`src/rtl/fcvd_pkg.sv`:
```
package fcvd_pkg;

  localparam int unsigned MAX_WORD_LEN_DEF = 255;

  // Header lengths in bytes for each format
  localparam logic [8:0] HdrLenFmt0 = 9'(26 * 2);
  localparam logic [8:0] HdrLenFmt1 = 9'(255 * 2);

  localparam logic [7:0] CharMask  = 8'h7f;
  localparam logic [7:0] TermBit   = 8'h80;
  localparam logic [7:0] HighNib   = 8'hf0;
  localparam logic [7:0] LowNib    = 8'h0f;
  localparam logic [15:0] EntryMax = 16'hffff;

  typedef enum logic [4:0] {
    PH_HEADER  = 5'b00001,
    PH_PREFIX  = 5'b00010,
    PH_WORD    = 5'b00100,
    PH_TRAILER = 5'b01000,
    PH_DONE    = 5'b10000
  } phase_t;

  typedef enum logic [1:0] {
    KIND_CHAR  = 2'd0,
    KIND_ENTRY = 2'd1,
    KIND_ERROR = 2'd2
  } kind_t;

  typedef enum logic [1:0] {
    ERR_NONE      = 2'd0,
    ERR_HDR_SHORT = 2'd1,
    ERR_TRAILER   = 2'd2,
    ERR_IN_WORD   = 2'd3
  } err_t;

  typedef enum logic [1:0] {
    TR_B0 = 2'd0,
    TR_B1 = 2'd1,
    TR_B2 = 2'd2
  } trailer_step_t;

  typedef struct packed {
    kind_t       result_kind;
    logic [7:0]  char_value;
    logic [7:0]  char_position;
    logic [7:0]  word_length;
    logic [11:0] word_class;
    logic [11:0] word_group;
    logic [15:0] entry_index;
    err_t        error_code;
    logic        stream_done;
  } result_t;

endpackage

```
`src/rtl/fcvd_in_stage.sv`:
```
module fcvd_in_stage (
  input  logic       clk,
  input  logic       rst_n,
  input  logic       in_tvalid,
  output logic       in_tready,
  input  logic [7:0] in_byte,
  input  logic       in_eos,
  input  logic       advance,
  output logic       stage_valid,
  output logic [7:0] stage_byte,
  output logic       stage_eos
);

  logic       valid_r;
  logic [7:0] byte_r;
  logic       eos_r;

  assign in_tready   = !valid_r || advance;
  assign stage_valid = valid_r;
  assign stage_byte  = byte_r;
  assign stage_eos   = eos_r;

  always_ff @(posedge clk) begin
    if (!rst_n) begin
      valid_r <= 1'b0;
    end else if (in_tready) begin
      valid_r <= in_tvalid;
    end
  end

  always_ff @(posedge clk) begin
    if (in_tvalid && in_tready) begin
      byte_r <= in_byte;
      eos_r  <= in_eos;
    end
  end

endmodule

```
`src/rtl/fcvd_decode.sv`:
```
module fcvd_decode #(
  parameter int unsigned MAX_WORD_LEN = fcvd_pkg::MAX_WORD_LEN_DEF
) (
  input  logic              clk,
  input  logic              rst_n,
  input  logic              fire,
  input  logic [7:0]        data_byte,
  input  logic              eos,
  input  logic              cfg_we,
  input  logic              cfg_wdata,
  output logic              res_valid,
  output fcvd_pkg::result_t res
);

  localparam logic [7:0] MaxLen = 8'(MAX_WORD_LEN);

  fcvd_pkg::phase_t        phase_r, phase_nxt;
  fcvd_pkg::trailer_step_t step_r, step_nxt;
  logic       format_r;
  logic [8:0] header_left_r, header_left_nxt;
  logic [7:0] pos_r, pos_nxt;
  logic [7:0] class_hi_r, class_hi_nxt;
  logic [7:0] mid_r, mid_nxt;
  logic [15:0] entries_r, entries_nxt;

  logic [8:0] hl_dec;
  logic [7:0] clamp;
  logic [7:0] pos_inc;
  logic       emit;

  always_comb begin
    phase_nxt       = phase_r;
    step_nxt        = step_r;
    header_left_nxt = header_left_r;
    pos_nxt         = pos_r;
    class_hi_nxt    = class_hi_r;
    mid_nxt         = mid_r;
    entries_nxt     = entries_r;
    res_valid       = 1'b0;
    res             = '0;
    hl_dec          = (header_left_r != 9'd0) ? header_left_r - 9'd1 : header_left_r;
    clamp           = (data_byte > MaxLen) ? MaxLen : data_byte;
    emit            = (pos_r < MaxLen);
    pos_inc         = emit ? pos_r + 8'd1 : pos_r;

    if (fire) begin
      unique case (phase_r)
        fcvd_pkg::PH_HEADER: begin
          header_left_nxt = hl_dec;
          if (hl_dec == 9'd0) begin
            phase_nxt = eos ? fcvd_pkg::PH_DONE : fcvd_pkg::PH_PREFIX;
          end else if (eos) begin
            res_valid        = 1'b1;
            res.result_kind  = fcvd_pkg::KIND_ERROR;
            res.error_code   = fcvd_pkg::ERR_HDR_SHORT;
            res.stream_done  = 1'b1;
            phase_nxt        = fcvd_pkg::PH_DONE;
          end
        end
        fcvd_pkg::PH_PREFIX: begin
          pos_nxt = clamp;
          if (eos) begin
            res_valid        = 1'b1;
            res.result_kind  = fcvd_pkg::KIND_ERROR;
            res.error_code   = fcvd_pkg::ERR_IN_WORD;
            res.stream_done  = 1'b1;
            phase_nxt        = fcvd_pkg::PH_DONE;
          end else if (format_r && clamp >= MaxLen) begin
            phase_nxt = fcvd_pkg::PH_TRAILER;
            step_nxt  = fcvd_pkg::TR_B0;
          end else begin
            phase_nxt = fcvd_pkg::PH_WORD;
          end
        end
        fcvd_pkg::PH_WORD: begin
          if (eos) begin
            res_valid        = 1'b1;
            res.result_kind  = fcvd_pkg::KIND_ERROR;
            res.error_code   = (!format_r && (data_byte & fcvd_pkg::TermBit) != 8'd0) ?
                               fcvd_pkg::ERR_TRAILER : fcvd_pkg::ERR_IN_WORD;
            res.stream_done  = 1'b1;
            phase_nxt        = fcvd_pkg::PH_DONE;
          end else if (format_r) begin
            if (data_byte == 8'd0) begin
              phase_nxt = fcvd_pkg::PH_TRAILER;
              step_nxt  = fcvd_pkg::TR_B0;
            end else begin
              res_valid         = emit;
              res.result_kind   = fcvd_pkg::KIND_CHAR;
              res.char_value    = emit ? data_byte : 8'd0;
              res.char_position = emit ? pos_r : 8'd0;
              pos_nxt           = pos_inc;
              if (pos_inc >= MaxLen) begin
                phase_nxt = fcvd_pkg::PH_TRAILER;
                step_nxt  = fcvd_pkg::TR_B0;
              end
            end
          end else begin
            res_valid         = emit;
            res.result_kind   = fcvd_pkg::KIND_CHAR;
            res.char_value    = emit ? (data_byte & fcvd_pkg::CharMask) : 8'd0;
            res.char_position = emit ? pos_r : 8'd0;
            pos_nxt           = pos_inc;
            if ((data_byte & fcvd_pkg::TermBit) != 8'd0) begin
              phase_nxt = fcvd_pkg::PH_TRAILER;
              step_nxt  = fcvd_pkg::TR_B0;
            end
          end
        end
        fcvd_pkg::PH_TRAILER: begin
          if (step_r == fcvd_pkg::TR_B0 || step_r == fcvd_pkg::TR_B1) begin
            if (step_r == fcvd_pkg::TR_B0) begin
              class_hi_nxt = data_byte;
              step_nxt     = fcvd_pkg::TR_B1;
            end else begin
              mid_nxt  = data_byte;
              step_nxt = fcvd_pkg::TR_B2;
            end
            if (eos) begin
              res_valid        = 1'b1;
              res.result_kind  = fcvd_pkg::KIND_ERROR;
              res.error_code   = fcvd_pkg::ERR_TRAILER;
              res.stream_done  = 1'b1;
              phase_nxt        = fcvd_pkg::PH_DONE;
            end
          end else begin
            entries_nxt      = (entries_r != fcvd_pkg::EntryMax) ? entries_r + 16'd1 : entries_r;
            res_valid        = 1'b1;
            res.result_kind  = fcvd_pkg::KIND_ENTRY;
            res.word_length  = pos_r;
            res.word_class   = {class_hi_r, 4'((mid_r & fcvd_pkg::HighNib) >> 4)};
            res.word_group   = {4'(mid_r & fcvd_pkg::LowNib), data_byte};
            res.entry_index  = entries_nxt;
            res.stream_done  = eos;
            step_nxt         = fcvd_pkg::TR_B0;
            phase_nxt        = eos ? fcvd_pkg::PH_DONE : fcvd_pkg::PH_PREFIX;
          end
        end
        fcvd_pkg::PH_DONE: begin
          phase_nxt = fcvd_pkg::PH_DONE;
        end
        default: begin
          phase_nxt = fcvd_pkg::PH_DONE;
        end
      endcase
    end
  end

  always_ff @(posedge clk) begin
    if (!rst_n) begin
      phase_r       <= fcvd_pkg::PH_HEADER;
      step_r        <= fcvd_pkg::TR_B0;
      format_r      <= 1'b0;
      header_left_r <= fcvd_pkg::HdrLenFmt0;
      pos_r         <= 8'd0;
      class_hi_r    <= 8'd0;
      mid_r         <= 8'd0;
      entries_r     <= 16'd0;
    end else if (cfg_we) begin
      format_r <= cfg_wdata;
      if (phase_r == fcvd_pkg::PH_HEADER) begin
        header_left_r <= cfg_wdata ? fcvd_pkg::HdrLenFmt1 : fcvd_pkg::HdrLenFmt0;
      end
    end else begin
      phase_r       <= phase_nxt;
      step_r        <= step_nxt;
      header_left_r <= header_left_nxt;
      pos_r         <= pos_nxt;
      class_hi_r    <= class_hi_nxt;
      mid_r         <= mid_nxt;
      entries_r     <= entries_nxt;
    end
  end

endmodule

```
`src/rtl/fcvd_out_stage.sv`:
```
module fcvd_out_stage (
  input  logic              clk,
  input  logic              rst_n,
  input  logic              load,
  input  fcvd_pkg::result_t res,
  input  logic              out_tready,
  output logic              out_tvalid,
  output fcvd_pkg::result_t out_res
);

  logic              valid_r;
  fcvd_pkg::result_t res_r;

  assign out_tvalid = valid_r;
  assign out_res    = res_r;

  always_ff @(posedge clk) begin
    if (!rst_n) begin
      valid_r <= 1'b0;
    end else if (load) begin
      valid_r <= 1'b1;
    end else if (out_tready) begin
      valid_r <= 1'b0;
    end
  end

  always_ff @(posedge clk) begin
    if (load) begin
      res_r <= res;
    end
  end

endmodule

```
`src/rtl/front_coded_vocab_decoder.sv`:
```
// Path: a byte accepted into the input register is decoded when it fires, and its
// result is captured in the result register (input register, then decode into the
// result register), from which the result transaction is offered.
// Throughput: one byte per cycle sustained; the only limit is the result register
// draining, so a stalled result holds back the input stage behind it.
// Reset: rst_n is synchronous, active low; it restores the header skip for format 0.
module front_coded_vocab_decoder #(
  parameter int unsigned MAX_WORD_LEN = fcvd_pkg::MAX_WORD_LEN_DEF
) (
  input  logic        clk,
  input  logic        rst_n,
  // Format register write port
  input  logic        cfg_we,
  input  logic        cfg_wdata,    // format_mode
  // Resource byte stream
  input  logic        in_tvalid,
  output logic        in_tready,
  input  logic [7:0]  in_tdata,     // [7:0] data_byte
  input  logic        in_tlast,     // end_of_stream
  // Result stream
  output logic        out_tvalid,
  input  logic        out_tready,
  // [7:0] char_value, [15:8] char_position, [23:16] word_length,
  // [35:24] word_class, [47:36] word_group, [63:48] entry_index,
  // [65:64] error_code, [71:66] zero
  output logic [71:0] out_tdata,
  output logic [1:0]  out_tuser,    // [1:0] result_kind
  output logic        out_tlast     // stream_done
);

  logic              stage_valid;
  logic [7:0]        stage_byte;
  logic              stage_eos;
  logic              advance;
  logic              fire;
  logic              res_valid;
  fcvd_pkg::result_t res;
  fcvd_pkg::result_t out_res;

  // The held byte may move on whenever the result slot is free or draining this
  // cycle; bytes that produce no result then simply pass through the state update.
  assign advance = !out_tvalid || out_tready;
  assign fire    = stage_valid && advance;

  fcvd_in_stage u_in (
    .clk         (clk),
    .rst_n       (rst_n),
    .in_tvalid   (in_tvalid),
    .in_tready   (in_tready),
    .in_byte     (in_tdata),
    .in_eos      (in_tlast),
    .advance     (advance),
    .stage_valid (stage_valid),
    .stage_byte  (stage_byte),
    .stage_eos   (stage_eos)
  );

  // Phase tracking, header count, word position, trailer capture and the
  // entry counter all live here and advance once per fired byte.
  fcvd_decode #(
    .MAX_WORD_LEN (MAX_WORD_LEN)
  ) u_dec (
    .clk       (clk),
    .rst_n     (rst_n),
    .fire      (fire),
    .data_byte (stage_byte),
    .eos       (stage_eos),
    .cfg_we    (cfg_we),
    .cfg_wdata (cfg_wdata),
    .res_valid (res_valid),
    .res       (res)
  );

  // Capture a result only when the decode produced one for a fired byte.
  fcvd_out_stage u_out (
    .clk        (clk),
    .rst_n      (rst_n),
    .load       (fire && res_valid),
    .res        (res),
    .out_tready (out_tready),
    .out_tvalid (out_tvalid),
    .out_res    (out_res)
  );

  // Pack the held result onto the stream ports.
  assign out_tdata = {6'd0, out_res.error_code, out_res.entry_index, out_res.word_group,
                      out_res.word_class, out_res.word_length, out_res.char_position,
                      out_res.char_value};
  assign out_tuser = out_res.result_kind;
  assign out_tlast = out_res.stream_done;

`ifndef ASSERT_OFF
  // A fired byte never overwrites a result that is still waiting.
  a_no_overwrite: assert property (@(posedge clk) disable iff (!rst_n)
    (fire && res_valid && out_tvalid) |-> out_tready)
    else $error("result register overwritten");

  // Once the closing transaction is taken, no further result appears.
  a_quiet_after_close: assert property (@(posedge clk) disable iff (!rst_n)
    (out_tvalid && out_tready && out_tlast) |=> !out_tvalid)
    else $error("result after stream close");

  // Input back-pressure only comes from a held byte that cannot move.
  a_ready_cause: assert property (@(posedge clk) disable iff (!rst_n)
    !in_tready |-> (stage_valid && out_tvalid && !out_tready))
    else $error("input stalled without cause");
`endif

endmodule

```
`config.mk`:
```
export PLATFORM = sky130hd
export DESIGN_NAME = front_coded_vocab_decoder
export DESIGN_NICKNAME = d
export VERILOG_FILES = /design/src/rtl/fcvd_pkg.sv /design/src/rtl/fcvd_in_stage.sv /design/src/rtl/fcvd_decode.sv /design/src/rtl/fcvd_out_stage.sv /design/src/rtl/front_coded_vocab_decoder.sv
export SDC_FILE = /design/constraint.sdc
export NUM_CORES = 1
export LEC_CHECK = 0
export BUFFER_PORTS_ARGS = -buffer_cell sky130_fd_sc_hd__buf_2
export CAP_MARGIN = 20
export CORE_ASPECT_RATIO = 1.4
export CORE_UTILIZATION = 60
export DETAILED_ROUTE_END_ITERATION = 6
export HOLD_SLACK_MARGIN = 0.02
export PLACE_DENSITY = 0.83
export SLEW_MARGIN = 20
export SYNTH_ARGS = -nofsm -noshare
export SYNTH_HDL_FRONTEND = slang
export SYNTH_SLANG_ARGS = --single-unit
```
`constraint.sdc`:
```
create_clock -name clk -period 7.8 [get_ports clk]
set_input_delay 1.56 -clock clk [delete_from_list [all_inputs] [get_ports clk]]
set_output_delay 1.56 -clock clk [all_outputs]
set_load 0.02 [all_outputs]
```
Yosys cells after proc, flatten, opt, wreduce, memory -nomap -nowiden
Cells that the tools add are included.
{"block": "classes", "add_sub_neg": 3, "magnitude_cmp": 4, "n_eq_ne": 14, "muxes": 64, "n_reduce_logical": 28, "n_bitwise": 6, "shift": 0, "div_mod_pow": 0, "n_mul": 0}
{"cell": "8-bit 2-to-1 mux", "n": 7}
{"cell": "9-bit 2-to-1 mux", "n": 6}
{"cell": "5-bit 2-to-1 mux", "n": 10}
{"cell": "16-bit 2-to-1 mux", "n": 3}
{"cell": "2-bit 2-to-1 mux", "n": 15}
{"cell": "5-bit case mux with 4 select lines", "n": 1}
{"cell": "16-bit by 1-bit adder with 16-bit output (second input constant)", "n": 1}
{"cell": "8-bit >= comparator (second input constant)", "n": 2}
{"cell": "16-bit != test (second input constant)", "n": 1}
{"cell": "8-bit case mux with 2 select lines", "n": 1}
{"cell": "5-bit AND reduction", "n": 3}
{"cell": "3-bit 2-to-1 mux", "n": 4}
{"cell": "3-bit case mux with 4 select lines", "n": 1}
{"cell": "1-bit 2-to-1 mux", "n": 11}
{"cell": "9-bit logical NOT", "n": 1}
{"cell": "9-bit nonzero test", "n": 1}
{"cell": "9-bit by 1-bit subtractor with 9-bit output (second input constant)", "n": 1}
{"cell": "8-bit by 1-bit adder with 8-bit output (second input constant)", "n": 1}
{"cell": "8-bit > comparator (second input constant)", "n": 1}
{"cell": "8-bit logical NOT", "n": 1}
{"cell": "8-bit < comparator (second input constant)", "n": 1}
{"cell": "2-bit case mux with 4 select lines", "n": 1}
{"cell": "4-bit AND reduction", "n": 2}
{"cell": "8-bit AND reduction", "n": 1}
{"cell": "25 further kinds", "n": 42}
{"block": "word_totals", "regBits": 137, "latchBits": 0, "n_memories": 0, "output_inout_bits": 77, "ramBits": 0, "elab_cells": 140, "mem_bits_ro": 0, "in_bits": 15}

Depth between registers and ports, before layout
Gate-level depths: netlist (run 1).
{"block": "logic_depth", "ltp_word": 8, "ltp_mapped": 10, "ltp_nobuf": 10}

By module
From an unflattened synthesis (run 1), not the netlist that was laid out.
{"block": "hier_totals", "hier_cells": 621, "area_unflattened_um2": 6419.9}
{"mod": "fcvd_decode", "n_inst": 1, "area_each_um2": 3903.7, "seq_area_each_um2": 1141.1, "cells_each": 525}
{"mod": "fcvd_out_stage", "n_inst": 1, "area_each_um2": 2113.3, "seq_area_each_um2": 2092.0, "cells_each": 72}
{"mod": "fcvd_in_stage", "n_inst": 1, "area_each_um2": 327.8, "seq_area_each_um2": 290.3, "cells_each": 14}
{"mod": "front_coded_vocab_decoder", "n_inst": 1, "area_each_um2": 75.1, "seq_area_each_um2": 0.0, "cells_each": 10}

Worst setup path before layout (run 1)
Ideal clock, no wire load.
{"block": "synth_timing", "path_kind": "input to register", "start": "input port out_tready", "end": "register u_out.res_r, in the netlist u_out.out_res[0], enable pin", "setup_ns": 0.452, "path_slack_ns": 3.424, "stages": 5, "arrival_ns": 3.923, "n_path_buf": 1, "required_time_ns": 7.348, "path_cell_list": "nand2b_1 -> and2_1 -> clkbuf_8 -> o31ai_1 -> a21oi_2"}
{"block": "synth_via", "elab_chain_cells": 4}
{"element": "from (decl)", "line": "front_coded_vocab_decoder.sv:22", "rtl": "input logic out_tready,"}
{"element": "1-bit logical OR (*)", "line": "front_coded_vocab_decoder.sv:42", "rtl": "assign advance = !out_tvalid || out_tready;"}
{"element": "1-bit logical AND (*)", "line": "front_coded_vocab_decoder.sv:43", "rtl": "assign fire = stage_valid && advance;"}
{"element": "1-bit 2-to-1 mux", "line": "fcvd_decode.sv:46", "rtl": "if (fire) begin"}
{"element": "1-bit logical AND (*)", "line": "front_coded_vocab_decoder.sv:78", "rtl": ".load (fire && res_valid),"}
{"element": "via u_out.load", "line": "fcvd_out_stage.sv:4", "rtl": "input logic load,"}
{"element": "to (signal assigned)", "line": "fcvd_out_stage.sv:29", "rtl": "res_r <= res;"}
{"element": "to (decl)", "line": "fcvd_out_stage.sv:12", "rtl": "fcvd_pkg::result_t res_r;"}
Mark *: on every way through the listed nets, which the timed path passes. The rest lies on a longest branch.
A chain may end at the register's enable or synchronous reset.

Worst setup path after layout (run 1)
{"block": "layout_timing", "start": "input port out_tready", "end": "register u_out.res_r, in the netlist u_out.out_res[43], enable pin"}
Same word-level chain as after synthesis.

==> results of run 1 <==
-- worst reg2reg max path, stage by stage (launching register included) --
cell      delay [ns]
dfxtp_1         0.36
inv_1           0.11
ha_1            0.26
or3b_1          0.39
a211oi_1        0.31
xor2_1          0.36
o41ai_4         0.19
a21oi_4         0.53
buf_4           0.50
-- report_power, final --
| group | switching [W] | internal (W) | total [W] |
|---|---|---|---|
| Sequential | 0.0000165 | 0.000780 | 0.000797 |
| Clock | 0.000345 | 0.000458 | 0.000803 |
| Combinational | 0.0000634 | 0.0000283 | 0.0000917 |
-- cell usage after synthesis (all sizes together), types with 2 or more instances --
cell,count
o31a,3
buf,14
inv,13
o211ai,2
a221oi,2
nor3,13
a21oi,44
mux2i,14
a211oi,10
nand4b,3
xor2,17
or2,3
and4,5
o41ai,2
o2111ai,2
nor4,8
nor2b,3
o21a,5
clkbuf,30
and3,38
nor4b,2
o31ai,2
o22a,2
nor3b,4
xnor2,7
or4,4
o221a,3
or3b,2
nor2,70
nand2,66
o21ai,16
a41oi,3
nand4,10
a211o,2
and2,19
or3,2
ha,5
a31oi,7
nand2b,5
nand3,23
edfxtp,78
dfxtp,59
-- state kept, by name (all words and copies together) (netlist names), 5 cells and up --
register	cells
u_dec.header_left_r	9
u_dec.pos_r	8
u_in.stage_byte	8
u_out.out_res	69
u_dec.phase_r	5
u_dec.entries_r	16
u_dec.mid_r	8
u_dec.class_hi_r	8
-- logic make-up after synthesis --
family                   after synthesis  synth area share
XOR/XNOR                              24            0.0322
flip-flops                           137             0.540
AO/OA/AOI/OAI                        116             0.122
AND/OR/NAND/NOR                      282             0.228
other                                  1          0.000575
adder cells (fa/ha/maj)                5           0.00959
buffers and inverters                 57            0.0464
multiplexers                          14            0.0215
-- per-layer routing --
layer	global-route usage	up-vias	wire length (µm)
met2	0.458	261	7480
met5	0	-	0
met3	0.0438	47	839
li1	-	2455	-
met4	0.147	0	533
met1	0.281	2422	5620
-- stage by stage --
stage,util,hold WS [ns],setup slack (ns),total power (W),cell area (µm²)
final,0.721,0.455,3.85,0.00169,7540
after global routing,0.721,0.482,3.63,0.00173,7540
after CTS,0.718,0.452,3.49,0.00169,7510
after detailed placement,0.660,0.446,3.10,0.000901,6900
after global placement,0.660,0.435,3.22,0.000898,6900
after floorplan,-,0.427,3.42,0.000875,6540
-- worst min path at each step --
stage                         startpoint             end  depth (start not counted)
after CTS                 u_dec.mid_r[2]  u_dec.mid_r[2]                          2
after global placement    u_dec.mid_r[4]  u_dec.mid_r[4]                          2
final                     u_dec.mid_r[2]  u_dec.mid_r[2]                          2
after detailed placement  u_dec.mid_r[0]  u_dec.mid_r[0]                          2
after global routing      u_dec.mid_r[1]  u_dec.mid_r[1]                          2
after floorplan           u_dec.mid_r[7]  u_dec.mid_r[7]                          2
-- cell type report --
| type | count | area, µm² |
|---|---|---|
| clock buffers | 17 | 425 |
| clock inverters | 15 | 179 |
| fillers | 740 | 2920 |
| inverters | 13 | 48.8 |
| multi-input cells | 447 | 2730 |
| flip-flops and latches | 137 | 3520 |
| well taps | 138 | 173 |
| repair buffers | 87 | 460 |
==> metrics.cfg, run 1 <==
[worst_setup_path]
critPathTopFamily=simple AND/OR/NAND/NOR gates
path_depth=6
reg2reg_slack_ns=4.43
path_cells=buf_2 -> nand2b_1 -> and2_1 -> o31ai_1 -> a21oi_4 -> buf_4
slowest_stage=and2_1
crit_type=input port to flop
setup.worst_path.start=out_tready
endpoint_kind=flop
cp.arrival_ns=4.02
worstRegToRegCells=8
critical_path_buf_inv_count=2
r2r_end=u_out.out_res[43]
rr_startpoint=u_dec.header_left_r[0]
worstPathMaxFanout=37
critPathLaunchType=input port
crit_end=u_out.out_res[43]
cpPeakStageDelay_ns=0.86
required_ns=7.87

[global_route]
grt_pass1_vias=4823
grt_max_degree=43
antenna_found_initial=0
grt-ovfl-total=0
grt_util_all_layers=0.255
grt_first_pass_wirelength_mm=22.8

[clock_network]
numCtsBuffers=17
tritoncts=done
clk_pin_slew_ns=0.06
numClockSinks=137
clk_latency_ns=0.43
ctsRootBufferMaster=clkbuf_16
cts_setup_buffers=0
max-clock-path-buffers=2
cts_hold_buf=0
htreeDepth=4
cts_resized=0

[sta]
finalSetupViolCount=0
skew_ns=0.0138
min_period_over_period=0.506
rsz0062_at_grt=false
final_hold_viol_count=0
fin_crit_ns=3.95
finalSetupTns_ns=0
worst_slew_pin_slew_ns=1.08
slew_violations=0
slew_headroom=0.277
fmax_mhz=253

[placed_design]
place.gp.congestion=0.929
place_inst=821
port_buffers=85
dp_hpwl_mm=9.60

[routing]
vias=5185
postRouteAntennaNets=0
drt_pass1_iterations=5
via_per_inst=6.07
drc=0
drtIter0Drc=407
routed_wl_mm=14.5
wl_per_cell_um=16.9

[floorplan]
initial_core_util=0.624
core_area_um2=10500
dieHeight_um=125
std_cell_rows=44
die_area_um2=11300
ioPinCount=92
die_w_um=90.1

[cells_and_area]
drive_above_1_share=0.200
final_cell_mix=buf_2 (85), edfxtp_1 (78), nor2_1 (69)
fin_nets=723
layoutNonFillerInstCount=854
antenna_cells=0
areaGrowthSynthToFinish_pct=15.6
layout_commonest_cell=buf_2

[yosys]
synth_edf_count=78
ys_seq_area_frac=0.540
ys_async_sr_fraction=0
avgSynthCellArea_um2=10.3
synth_top_area_frac=0.359
synth_area_leaders=edfxtp_1 (36%), dfxtp_1 (18%), nor2_1 (4.0%), nand2_1 (3.8%), and3_1 (3.6%)
yosys.area.top_type=edfxtp_1
syn_area_um2=6520
yosys_most_used_dff=edfxtp_1
netlist_instances=636
ys_types=75
ys_seq_elements=137
synth_warnings=0

[pwr]
ir_worst_vdd_mv=0.181
powerDensity_nw_per_um2=224
leakagePower_nw=2.79

[hold_path]
hp-class=flop to flop

[run]
maxCapViolations=0

[status]
status=completed

(Power assumes the default switching activity.)
==> inputs of run 2 (changes only) <==
--- a/config.mk
+++ b/config.mk
@@ -8,10 +8,10 @@
 export BUFFER_PORTS_ARGS = -buffer_cell sky130_fd_sc_hd__buf_2
 export CAP_MARGIN = 20
 export CORE_ASPECT_RATIO = 1.4
-export CORE_UTILIZATION = 60
+export CORE_UTILIZATION = 57
 export DETAILED_ROUTE_END_ITERATION = 6
 export HOLD_SLACK_MARGIN = 0.02
-export PLACE_DENSITY = 0.83
+export PLACE_DENSITY = 0.79
 export SLEW_MARGIN = 20
 export SYNTH_ARGS = -nofsm -noshare
 export SYNTH_HDL_FRONTEND = slang
==> constraint.sdc (replaced) <==
create_clock -name clk -period 3.7 [get_ports clk]
set_input_delay 0.74 -clock clk [delete_from_list [all_inputs] [get_ports clk]]
set_output_delay 0.74 -clock clk [all_outputs]
set_load 0.02 [all_outputs]
==> run 2 against run 1 <==
Sequential power up 110%. Power up 110%. Sequential cell count unchanged. Register-to-register slack worse by 3.8 ns. Clock skew down 0.0055 ns. Routed wire length up 4.6%. Cell count up 1.3%. Critical endpoint is now u_out.out_res[34]. Largest power group unchanged. Highest routed layer unchanged.
==> metrics.cfg, run 2 (synthesized netlist as in run 1, its figures left out) <==
[status]
status=completed

[cells_and_area]
drive_above_1_share=0.206  ; +0.00608
areaGrowthSynthToFinish_pct=16.1
final_cell_mix=buf_2 (85), edfxtp_1 (78), nor2_1 (69)
largest_reg_flops=69  ; unchanged
layout_commonest_cell=buf_2
antenna_cells=0  ; unchanged
layoutNonFillerInstCount=865  ; +1.3%
fin_nets=731  ; +1.1%

[routing]
drc=0  ; unchanged
drtIter0Drc=377  ; -7.4%
wl_per_cell_um=17.5  ; +3.2%
vias=5250  ; +1.3%
routed_wl_mm=15.1  ; +4.6%
postRouteAntennaNets=0  ; unchanged
via_per_inst=6.07  ; about the same
drt_pass1_iterations=5  ; unchanged

[sta]
final_hold_viol_count=0  ; unchanged
slew_violations=0  ; unchanged
slew_headroom=0.398  ; +0.121
skew_ns=0.00823  ; -0.00554 ns
fin_crit_ns=3.07
finalSetupTns_ns=0  ; unchanged
min_period_over_period=0.829
fmax_mhz=326
finalSetupViolCount=0  ; unchanged
rsz0062_at_grt=false
worst_hold_slack_ns=0.451  ; -0.00372 ns
worst_slew_pin_slew_ns=0.895  ; -0.189 ns
fin_ws_ns=0.632  ; -3.22 ns

[worst_setup_path]
critPathLaunchType=flop
cp.arrival_ns=3.12  ; -0.90 ns
setup.worst_path.start=u_dec.header_left_r[0]
required_ns=3.75  ; -4.12 ns
worstPathMaxFanout=51  ; +38%
reg2reg_slack_ns=0.63  ; -3.80 ns
worstRegToRegCells=8  ; unchanged
r2r_end=u_out.out_res[34]
crit_type=flop to flop
rr_startpoint=u_dec.header_left_r[0]
endpoint_kind=flop

[pwr]
leakagePower_nw=2.82  ; +1.2%
clockPowerShare=0.480  ; +0.005
powerDensity_nw_per_um2=475  ; +110%
ir_worst_vdd_mv=0.387  ; +110%
intPower_w=0.00272  ; +110%
pwr-share-seq=0.467  ; -0.004
share_comb_of_total_power=0.054  ; about the same
p_sw_w=0.000874  ; +110%
switching_share=0.243  ; -0.00793

[placed_design]
place.gp.congestion=0.908  ; -2.3%
port_buffers=85  ; unchanged
place_inst=833  ; +1.5%
dp_hpwl_mm=9.97  ; +3.8%
pre_cts_ws_ns=0.673  ; -2.43 ns

[hold_path]
hold_depth=2  ; unchanged
hp-start=u_dec.mid_r[4]
worstHoldEndpoint=u_dec.mid_r[4]
hp-class=flop to flop

[floorplan]
dieHeight_um=129  ; +2.6%
die_area_um2=11900  ; +5.2%
ioPinCount=92  ; unchanged
std_cell_rows=45  ; +2.3%
die_w_um=92.4  ; +2.5%
core_area_um2=11000  ; +5.0%
initial_core_util=0.594  ; -0.0295

[global_route]
grt_max_degree=52  ; +21%
grt_pass1_vias=5128  ; +6.3%
grt_util_all_layers=0.266  ; +0.0116
grt_first_pass_wirelength_mm=24.4  ; +7.0%
grt-ovfl-total=0  ; unchanged
antenna_found_initial=0  ; unchanged

[clock_network]
numCtsBuffers=17  ; unchanged
ctsRootBufferMaster=clkbuf_16
clk_pin_slew_ns=0.06  ; about the same
htreeDepth=4  ; unchanged
cts_resized=0  ; unchanged
numClockSinks=137  ; unchanged
max-clock-path-buffers=2  ; unchanged
cts_hold_buf=0  ; unchanged
tritoncts=done
cts_setup_buffers=0  ; unchanged
clk_latency_ns=0.42  ; about the same

[run]
maxCapViolations=0  ; unchanged

[run 2: critical path, stage by stage, from the launching register on]
cell      delay (ns)
dfxtp_1         0.37
inv_1           0.13
ha_1            0.26
or3b_1          0.39
a211oi_1        0.27
xor2_1          0.37
o41ai_4         0.17
a21oi_4         0.19
buf_4           0.50
[run 2: per-layer routing]
| metal | track usage | vias to the layer above | part of all wire |
|---|---|---|---|
| met5 | 0 | - | 0 |
| met4 | 0.158 | 0 | 0.035 |
| met3 | 0.0626 | 47 | 0.064 |
| met2 | 0.466 | 254 | 0.53 |
| met1 | 0.293 | 2485 | 0.37 |
| li1 | - | 2464 | - |
[run 2: power by group through the flow]
stage	Combinational [W]	Sequential (W)	Clock, W
6_report	0.000194	0.00168	0.00173
3_5_place_dp	0.000193	0.00171	0
5_1_grt	0.000209	0.00168	0.00182
3_3_place_gp	0.000190	0.00171	0
4_1_cts	0.000194	0.00168	0.00174
2_1_floorplan	0.000109	0.00173	0
[run 2: layout make-up]
cell class	instances	area, µm²
Multi-Input combinational cell	447	2720
Fill cell	849	3400
Inverter	13	48.8
Timing Repair Buffer	95	500
Sequential cell	137	3520
Tap cell	141	176
Clock inverter	15	179
Clock buffer	17	425
[run 2: how the worst max path moves through the flow]
| stage | slack, ns | depth (start not counted) | to |
|---|---|---|---|
| 3_3_place_gp | 0.82 | 8 | u_out.out_res[25] |
| 5_1_grt | 0.46 | 8 | u_out.out_res[29] |
| 2_1_floorplan | 0.35 | 7 | u_out.out_res[0] |
| 6_report | 0.63 | 8 | u_out.out_res[34] |
| 3_5_place_dp | 0.67 | 8 | u_out.out_res[37] |
| 4_1_cts | 0.67 | 8 | u_out.out_res[29] |
[run 2: per-stage QoR]
step	cell area, µm²	utilization	total power (W)
after detailed placement	6970	0.635	0.00190
after global placement	6970	0.635	0.00190
after floorplan	6550	-	0.00184
final	7580	0.690	0.00360
after global routing	7580	0.690	0.00371
after CTS	7580	0.690	0.00361
